[config.mk]
export PLATFORM = sky130hd
export DESIGN_NAME = sorted_array_priority_queue_top
export DESIGN_NICKNAME = d
export VERILOG_FILES = /design/src/sapq_pkg.sv /design/src/sapq_ctrl.sv /design/src/sapq_datapath.sv /design/src/sorted_array_priority_queue_top.sv
export SDC_FILE = /design/constraint.sdc
export NUM_CORES = 2
export LEC_CHECK = 0
export ABC_AREA = 1
export ABC_CLOCK_PERIOD_IN_PS = 6400
export BUFFER_PORTS_ARGS = -buffer_cell sky130_fd_sc_hd__buf_4
export CORE_MARGIN = 2
export CORE_UTILIZATION = 55
export DETAILED_ROUTE_END_ITERATION = 10
export PLACE_DENSITY = 0.74
export SLEW_MARGIN = 5
export SYNTH_ARGS = -nofsm -noshare
export SYNTH_HDL_FRONTEND = slang
export SYNTH_SLANG_ARGS = --single-unit
[constraint.sdc]
create_clock -name clk -period 6.4 [get_ports clk]
set_input_delay 0.64 -clock clk [delete_from_list [all_inputs] [get_ports clk]]
set_output_delay 0.64 -clock clk [all_outputs]
set_load 0.01 [all_outputs]
[src/sapq_pkg.sv]
// ---------------------------------------------------------------------------
// sapq_pkg: shared types and constants for the sorted array priority queue
// Holds the beat structs of both channels, the status and operation codes,
// and the control bundle between the controller and the datapath.
// ---------------------------------------------------------------------------
package sapq_pkg;

  // Fixed widths of the channel fields.
  localparam int VALUE_WIDTH = 32;
  localparam int OCC_WIDTH   = 5;
  localparam int CAP_WIDTH   = 5;

  // Default storage depth and reset capacity.
  localparam int              DEPTH_DEFAULT = 16;
  localparam logic [CAP_WIDTH-1:0] CAP_RESET = 5'd16;

  // Result status codes.
  typedef enum logic [1:0] {
    ST_PUSHED    = 2'd0,
    ST_POPPED    = 2'd1,
    ST_OVERFLOW  = 2'd2,
    ST_UNDERFLOW = 2'd3
  } status_t;

  // Input command codes.
  localparam logic CMD_INSERT = 1'b0;
  localparam logic CMD_DELETE = 1'b1;

  // Input beat.
  typedef struct packed {
    logic                          command;
    logic signed [VALUE_WIDTH-1:0] value;
  } in_item_t;

  // Result beat.
  typedef struct packed {
    status_t                       status;
    logic signed [VALUE_WIDTH-1:0] popped_value;
    logic [OCC_WIDTH-1:0]          occupancy;
  } out_item_t;

  // Controller states.
  typedef enum logic {
    S_IDLE = 1'b0,
    S_EXEC = 1'b1
  } state_t;

  // Datapath operations.
  typedef enum logic [2:0] {
    OP_NONE      = 3'd0,
    OP_PUSH      = 3'd1,
    OP_POP       = 3'd2,
    OP_OVERFLOW  = 3'd3,
    OP_UNDERFLOW = 3'd4
  } op_t;

  // Commands from the controller to the datapath.
  typedef struct packed {
    logic latch;
    op_t  op;
  } ctl_cmd_t;

  // Status from the datapath to the controller.
  typedef struct packed {
    logic is_delete;
    logic full;
    logic empty;
  } ctl_sts_t;

endpackage

[src/sapq_ctrl.sv]
// ---------------------------------------------------------------------------
// sapq_ctrl: controller for the sorted array priority queue
// Accepts an input beat, decides the operation from the datapath status and
// hands the result to the output register when it is free.
// ---------------------------------------------------------------------------
module sapq_ctrl
  import sapq_pkg::*;
(
  input  logic     clk,
  input  logic     rst_n,
  input  logic     in_valid,
  output logic     in_ready,
  output logic     out_valid,
  input  logic     out_ready,
  output ctl_cmd_t cmd,
  input  ctl_sts_t sts
);

  state_t state_r, state_nxt;
  logic   out_valid_r, out_valid_nxt;
  logic   slot_free;

  // State and output valid registers.
  always_ff @(posedge clk) begin
    if (!rst_n) begin
      state_r     <= S_IDLE;
      out_valid_r <= 1'b0;
    end else begin
      state_r     <= state_nxt;
      out_valid_r <= out_valid_nxt;
    end
  end

  assign slot_free = !out_valid_r || out_ready;

  // Next state and commands.
  always_comb begin
    state_nxt     = state_r;
    out_valid_nxt = out_valid_r && !out_ready;
    in_ready      = 1'b0;
    cmd.latch     = 1'b0;
    cmd.op        = OP_NONE;
    case (state_r)
      S_IDLE: begin
        in_ready = 1'b1;
        if (in_valid) begin
          cmd.latch = 1'b1;
          state_nxt = S_EXEC;
        end
      end
      S_EXEC: begin
        if (slot_free) begin
          if (sts.is_delete) begin
            cmd.op = sts.empty ? OP_UNDERFLOW : OP_POP;
          end else begin
            cmd.op = sts.full ? OP_OVERFLOW : OP_PUSH;
          end
          out_valid_nxt = 1'b1;
          state_nxt     = S_IDLE;
        end
      end
      default: begin
        state_nxt = S_IDLE;
      end
    endcase
  end

  assign out_valid = out_valid_r;

endmodule

[src/sapq_datapath.sv]
// ---------------------------------------------------------------------------
// sapq_datapath: sorted entry row, count, capacity and result register
// Each cell compares the new value with its own entry and its neighbor's,
// so an insert or a delete shifts the whole row in parallel.
// ---------------------------------------------------------------------------
module sapq_datapath
  import sapq_pkg::*;
#(
  parameter int DEPTH = DEPTH_DEFAULT
) (
  input  logic                 clk,
  input  logic                 rst_n,
  input  in_item_t             in_data,
  input  logic                 cfg_we,
  input  logic [CAP_WIDTH-1:0] cfg_data,
  input  ctl_cmd_t             cmd,
  output ctl_sts_t             sts,
  output out_item_t            out_data
);

  localparam int CW = $clog2(DEPTH + 1);
  localparam int LW = (CW > CAP_WIDTH) ? CW : CAP_WIDTH;
  localparam logic [LW-1:0] DEPTH_L = LW'(DEPTH);

  logic                          cmd_r;
  logic signed [VALUE_WIDTH-1:0] val_r;
  logic [CAP_WIDTH-1:0]          cap_r;
  logic [CW-1:0]                 count_r;
  logic signed [VALUE_WIDTH-1:0] entries_r [DEPTH];
  logic signed [VALUE_WIDTH-1:0] ins_nxt   [DEPTH];
  logic signed [VALUE_WIDTH-1:0] del_nxt   [DEPTH];
  logic [DEPTH-1:0]              ge;
  out_item_t                     out_r;
  logic [LW-1:0]                 cap_l, cnt_l, lim_l;

  // Control registers: capacity and fill count.
  always_ff @(posedge clk) begin
    if (!rst_n) begin
      cap_r   <= CAP_RESET;
      count_r <= '0;
    end else begin
      if (cfg_we) begin
        cap_r <= cfg_data;
      end
      case (cmd.op)
        OP_PUSH: count_r <= count_r + CW'(1);
        OP_POP:  count_r <= count_r - CW'(1);
        default: count_r <= count_r;
      endcase
    end
  end

  // Latched input beat.
  always_ff @(posedge clk) begin
    if (cmd.latch) begin
      cmd_r <= in_data.command;
      val_r <= in_data.value;
    end
  end

  // Limit is the capacity capped at the depth.
  assign cap_l = LW'(cap_r);
  assign cnt_l = LW'(count_r);
  assign lim_l = (cap_l < DEPTH_L) ? cap_l : DEPTH_L;

  assign sts.is_delete = (cmd_r == CMD_DELETE);
  assign sts.full      = (cnt_l >= lim_l);
  assign sts.empty     = (count_r == '0);

  // Per-cell insert and delete next values.
  for (genvar i = 0; i < DEPTH; i++) begin : g_cell
    // An empty cell counts as lower than any new value.
    assign ge[i] = (CW'(i) >= count_r) || (val_r >= entries_r[i]);

    if (i == 0) begin : g_first
      assign ins_nxt[i] = ge[i] ? val_r : entries_r[i];
    end else begin : g_rest
      assign ins_nxt[i] = !ge[i] ? entries_r[i] :
                          (ge[i-1] ? entries_r[i-1] : val_r);
    end

    if (i == DEPTH - 1) begin : g_last
      assign del_nxt[i] = entries_r[i];
    end else begin : g_inner
      assign del_nxt[i] = entries_r[i+1];
    end

    always_ff @(posedge clk) begin
      case (cmd.op)
        OP_PUSH: entries_r[i] <= ins_nxt[i];
        OP_POP:  entries_r[i] <= del_nxt[i];
        default: entries_r[i] <= entries_r[i];
      endcase
    end
  end

  // Result register, loaded when the operation completes.
  always_ff @(posedge clk) begin
    case (cmd.op)
      OP_PUSH: begin
        out_r.status       <= ST_PUSHED;
        out_r.popped_value <= '0;
        out_r.occupancy    <= OCC_WIDTH'(count_r + CW'(1));
      end
      OP_POP: begin
        out_r.status       <= ST_POPPED;
        out_r.popped_value <= entries_r[0];
        out_r.occupancy    <= OCC_WIDTH'(count_r - CW'(1));
      end
      OP_OVERFLOW: begin
        out_r.status       <= ST_OVERFLOW;
        out_r.popped_value <= '0;
        out_r.occupancy    <= OCC_WIDTH'(count_r);
      end
      OP_UNDERFLOW: begin
        out_r.status       <= ST_UNDERFLOW;
        out_r.popped_value <= '0;
        out_r.occupancy    <= OCC_WIDTH'(count_r);
      end
      default: begin
        out_r <= out_r;
      end
    endcase
  end

  assign out_data = out_r;

endmodule

[src/sorted_array_priority_queue_top.sv]
// ---------------------------------------------------------------------------
// sorted_array_priority_queue_top: max-priority queue on a sorted entry row
//
//   channel | direction | handshake         | beat
//   in_     | input     | in_valid/ready    | in_item_t  (command, value)
//   out_    | output    | out_valid/ready   | out_item_t (status, value, occ)
//   cfg_    | input     | cfg_we            | capacity, 5 bits
//
// Each item is accepted in the idle state; in the execute state the row
// of cells compares and shifts and the result register loads.
// The next beat is accepted while a result waits in the output register;
// a stalled output holds the item in execute until the register frees.
// Reset (synchronous, rst_n low) empties the queue and sets capacity to 16.
// ---------------------------------------------------------------------------
module sorted_array_priority_queue_top
  import sapq_pkg::*;
#(
  parameter int DEPTH = DEPTH_DEFAULT
) (
  input  logic                 clk,
  input  logic                 rst_n,
  input  logic                 in_valid,
  output logic                 in_ready,
  input  in_item_t             in_data,
  output logic                 out_valid,
  input  logic                 out_ready,
  output out_item_t            out_data,
  input  logic                 cfg_we,
  input  logic [CAP_WIDTH-1:0] cfg_data
);

  ctl_cmd_t cmd;
  ctl_sts_t sts;

  // Controller.
  sapq_ctrl u_ctrl (
    .clk       (clk),
    .rst_n     (rst_n),
    .in_valid  (in_valid),
    .in_ready  (in_ready),
    .out_valid (out_valid),
    .out_ready (out_ready),
    .cmd       (cmd),
    .sts       (sts)
  );

  // Datapath.
  sapq_datapath #(
    .DEPTH (DEPTH)
  ) u_datapath (
    .clk      (clk),
    .rst_n    (rst_n),
    .in_data  (in_data),
    .cfg_we   (cfg_we),
    .cfg_data (cfg_data),
    .cmd      (cmd),
    .sts      (sts),
    .out_data (out_data)
  );

endmodule

==> impl_results.rst <==
.. list-table::
   :header-rows: 1

   * - Metric
     - Value
   * - Global route overflow
     - 0
   * - Number of flops mapped to enable cells by yosys
     - 584
   * - CP startpoint kind
     - register
   * - Peak supply drop
     - roughly 0.35 mV
   * - Synthesized-area fraction occupied by ao, oa, aoi and oai cells
     - 0.0482
   * - Type of the tightest min-delay check
     - primary input to register
   * - IO Port Bufs
     - 83
   * - Area of the die
     - between 80000 and 90000 um2
   * - Clock slew seen by the registers of the worst setup and hold paths
     - about 0.06 ns
   * - Floorplan row count
     - 105
   * - Post-Syn Instances
     - around 5.8k
   * - Yosys warns
     - 0
   * - Number of setup buffers added after CTS
     - 0
   * - CTS root buffer
     - sky130_fd_sc_hd__clkbuf_16
   * - Pin count of the biggest net entering global routing
     - between 100 and 150
   * - Clock tree from TritonCTS
     - yes
   * - RD Place Congestion
     - about 0.91
   * - Post-Place Cell Area
     - ~47000 um2
   * - Max Freq
     - just over 200 MHz
   * - Number of register bits inferred by synthesis
     - 596
   * - Clock network latency to the later pin of the worst-skew pair
     - ~0.64 ns
   * - FILL cells
     - roughly 7.3k
   * - Number of cells in the design after placement
     - 6763
   * - Global-route wire length before repair
     - around 210 mm
   * - Area Growth Syn to Fin
     - 7.50%
   * - Comb power frac
     - 0.321
   * - Largest area contributor in the synthesized netlist
     - sky130_fd_sc_hd__edfxtp_1
   * - Leakage power of the design
     - 23.8 nW
   * - Top-Level Pins
     - 84
   * - Number of global-route vias before repair
     - 39.7k
   * - Vias per inst
     - 5.89
   * - Hold violation count in the final report
     - 0
   * - Cell-internal power
     - around 8.5 mW
   * - First-pass detailed-route iteration total
     - 8
   * - Synth top cells by count
     - 2050 x sky130_fd_sc_hd__nand2_1, 684 x sky130_fd_sc_hd__inv_1, 584 x sky130_fd_sc_hd__edfxtp_1
   * - Arithmetic-cell share of the synthesized area counting full adders, half adders and majority gates
     - 0.144
   * - Top cell type's share of synthesized area
     - 0.387
   * - Routed length per instance
     - approximately 19 um
   * - Worst Setup Slack post-DPL
     - 1.57 ns
   * - Clk_skew
     - 0.0293 ns
   * - Power Density
     - between 200 and 300 nW/um2
   * - Aggregate global-route resource usage
     - 0.303
   * - Min Tclk post-route
     - a little under 5 ns
   * - Vertical extent of the die
     - about 290 um
   * - Final standard cell utilization of the core
     - 0.595
   * - Residual DRC count
     - 0
   * - Part of the power in registers
     - 0.391
   * - Highest net fanout along the worst path
     - 33
   * - Largest family of logic cells by synthesized area
     - simple AND/OR/NAND/NOR gates
   * - Longest Clk Path Bufs
     - 3
   * - Routed wire length
     - approximately 130 mm
   * - Count of different cell masters after synthesis
     - 45
   * - Hold buffer count at cts
     - 0
   * - Total net switching power
     - ~5.0 mW
   * - Final worst path period share
     - 0.770
   * - XOR/XNOR Fraction of Synth Area
     - 0.000580
   * - Die X
     - about 290 um
   * - Synth Area in Simple Gates
     - 0.323
   * - Floorplan Core Area
     - 81800 um2
   * - Main flop type after synthesis
     - sky130_fd_sc_hd__edfxtp_1
   * - Clock group share of total power
     - 0.288
   * - Max-slew violation total from the final report
     - 0
   * - RSZ-0062 raised after global routing
     - false
   * - Total negative setup slack
     - 0 ns
   * - Via count
     - 40.6k
   * - Signal arrival time at the worst endpoint
     - ~5.3 ns
   * - Sinks on the clock net
     - 596
   * - PostCTS Resize Cnt
     - 0
   * - Sequential cell area fraction in the yosys report
     - 0.392
   * - Initial Util
     - 0.554
   * - Critical Setup Path Class
     - register to register
   * - Fin worst setup slack
     - around 1.5 ns
   * - Pwr Total
     - around 13 mW
   * - Post-Syn Nets
     - ~6.4k
   * - Initial antenna violation count
     - 1
   * - Final worst hold slack
     - about 0.18 ns
   * - Remaining max-slew budget at the tightest pin
     - 0.267
   * - Netlist area before placement
     - between 40000 and 50000 um2
   * - Number of setup violations in the final report
     - 0
   * - Result of the run
     - complete, no violations
   * - Critical path endpoint category
     - register
   * - Post-route standard cell area excluding fillers
     - slightly below 50000 um2
   * - Library cell with the highest instance count after synthesis
     - sky130_fd_sc_hd__nand2_1
   * - Required time at the endpoint of the critical path
     - around 6.7 ns
   * - Number of inserted diodes
     - 0
   * - Maximum level of the CTS H-tree
     - 3
   * - Tightest Pin Transition
     - 1.10 ns
   * - Max Cap Viol
     - 0
   * - Num CTS Buffers
     - between 70 and 80
   * - Mux share of post-synthesis cell area
     - 0
   * - Syn Area/Cell
     - 7.76 um2
   * - Number of nets in the layout
     - ~6.3k
   * - Detailed placer's ending HPWL
     - 95.7 mm
   * - Initial DRC Count
     - approximately 4.4k
   * - Share of synthesized flip-flops with an asynchronous set or reset
     - 0
   * - Layout cells sized above 1
     - 0.0590
   * - Final cell count without fillers
     - 6888
   * - Fraction of power spent switching nets
     - 0.368
   * - Largest cells by area after synthesis
     - sky130_fd_sc_hd__edfxtp_1 39%, sky130_fd_sc_hd__nand2_1 17%, sky130_fd_sc_hd__ha_1 14%
   * - DRT antenna net count
     - 0
layout make-up:
type / instances / area [um2] / area share
clock buffers: 100 / 1970 / 0.0404
clock inverters: 25 / 166 / 0.00341
inverters: 689 / 2590 / 0.0532
multi-input cells: 4230 / 23500 / 0.481
flip-flops and latches: 596 / 17800 / 0.365
well taps: 1070 / 1340 / 0.0275
repair buffers: 178 / 1420 / 0.0292
kinds of logic (layout without fill, tap and decap cells):
group	Yosys count	in the layout
buf+inv	1018	992
simple gates	3306	3306
flops	596	596
compound gates	399	399
fa+ha+maj	522	522
xor+xnor	3	3
routing by layer:
metal	vias to the layer above	global-route usage	share of wire
met1	18700	0.399	0.42
li1	19600	-	-
met2	1877	0.508	0.46
met4	0	0.117	0.036
met5	-	0	0
met3	320	0.0402	0.080
critical path, cell delays in order (launching register included):
cell and delay [ns]:
sky130_fd_sc_hd__edfxtp_1 0.41, sky130_fd_sc_hd__inv_1 0.67, sky130_fd_sc_hd__buf_4 0.40, sky130_fd_sc_hd__ha_1 0.20, sky130_fd_sc_hd__inv_1 0.04, sky130_fd_sc_hd__nand2_1 0.05
sky130_fd_sc_hd__nand2_1 0.04, sky130_fd_sc_hd__nand2_1 0.05, sky130_fd_sc_hd__nand2_1 0.04, sky130_fd_sc_hd__nand2_1 0.05, sky130_fd_sc_hd__nand2_1 0.07, sky130_fd_sc_hd__nand2_1 0.06
sky130_fd_sc_hd__nand2_1 0.10, sky130_fd_sc_hd__nand2_1 0.12, sky130_fd_sc_hd__nand2_1 0.06, sky130_fd_sc_hd__nand2_1 0.77, sky130_fd_sc_hd__nand3_2 0.83, sky130_fd_sc_hd__nand2_1 0.24
sky130_fd_sc_hd__nand2_1 0.07, sky130_fd_sc_hd__buf_4 0.29
path summary, 6_finish.rpt:
check                                        start                                   end  slack (ns)  cells after the start
setup reg to reg     u_datapath.val_r[0]$_DFFE_PP_  u_datapath.entries_r[5][3]$_DFFE_PP_        1.47                     19
setup / recovery     u_datapath.val_r[0]$_DFFE_PP_  u_datapath.entries_r[5][3]$_DFFE_PP_        1.47                     19
hold reg to reg   u_datapath.cap_l[0]$_SDFFE_PN0P_      u_datapath.cap_l[0]$_SDFFE_PN0P_        0.47                      2
hold / removal                          in_data[9]         u_datapath.val_r[9]$_DFFE_PP_        0.18                      1
power groups by stage:
stage | combinational, mW | sequential, mW | clock, mW
after global placement | 4.11 | 5.32 | 0
after detailed placement | 4.24 | 5.34 | 0
after global routing | 4.88 | 5.30 | 4.04
after CTS | 4.27 | 5.26 | 3.91
after floorplan | 3.12 | 5.29 | 0
final | 4.32 | 5.27 | 3.88
state kept, by name, indices dropped and copies added (netlist names):
register,flops
u_ctrl.out_valid,1
u_ctrl.state_r,1
u_datapath.cap_l,5
u_datapath.cmd_r,1
u_datapath.cnt_l,5
u_datapath.entries_r,512
u_datapath.out_data,39
u_datapath.val_r,32
cells in the final DEF (no fill, tap or decap), drive strengths merged, types with 2 or more instances in the layout:
master / instances
nand3: 519
ha: 522
inv: 690
a21boi: 2
a21o: 14
o21ai: 90
o21a: 29
buf: 178
nor3b: 3
nand4: 512
edfxtp: 584
clkinvlp: 2
xor2: 3
clkbuf: 100
nand3b: 3
nor4: 11
dfxtp: 12
a41oi: 2
a31oi: 8
a22oi: 2
a21oi: 248
nor3: 4
nand2: 2056
nor2: 198
clkinv: 21
(Power assumes the default switching activity.)
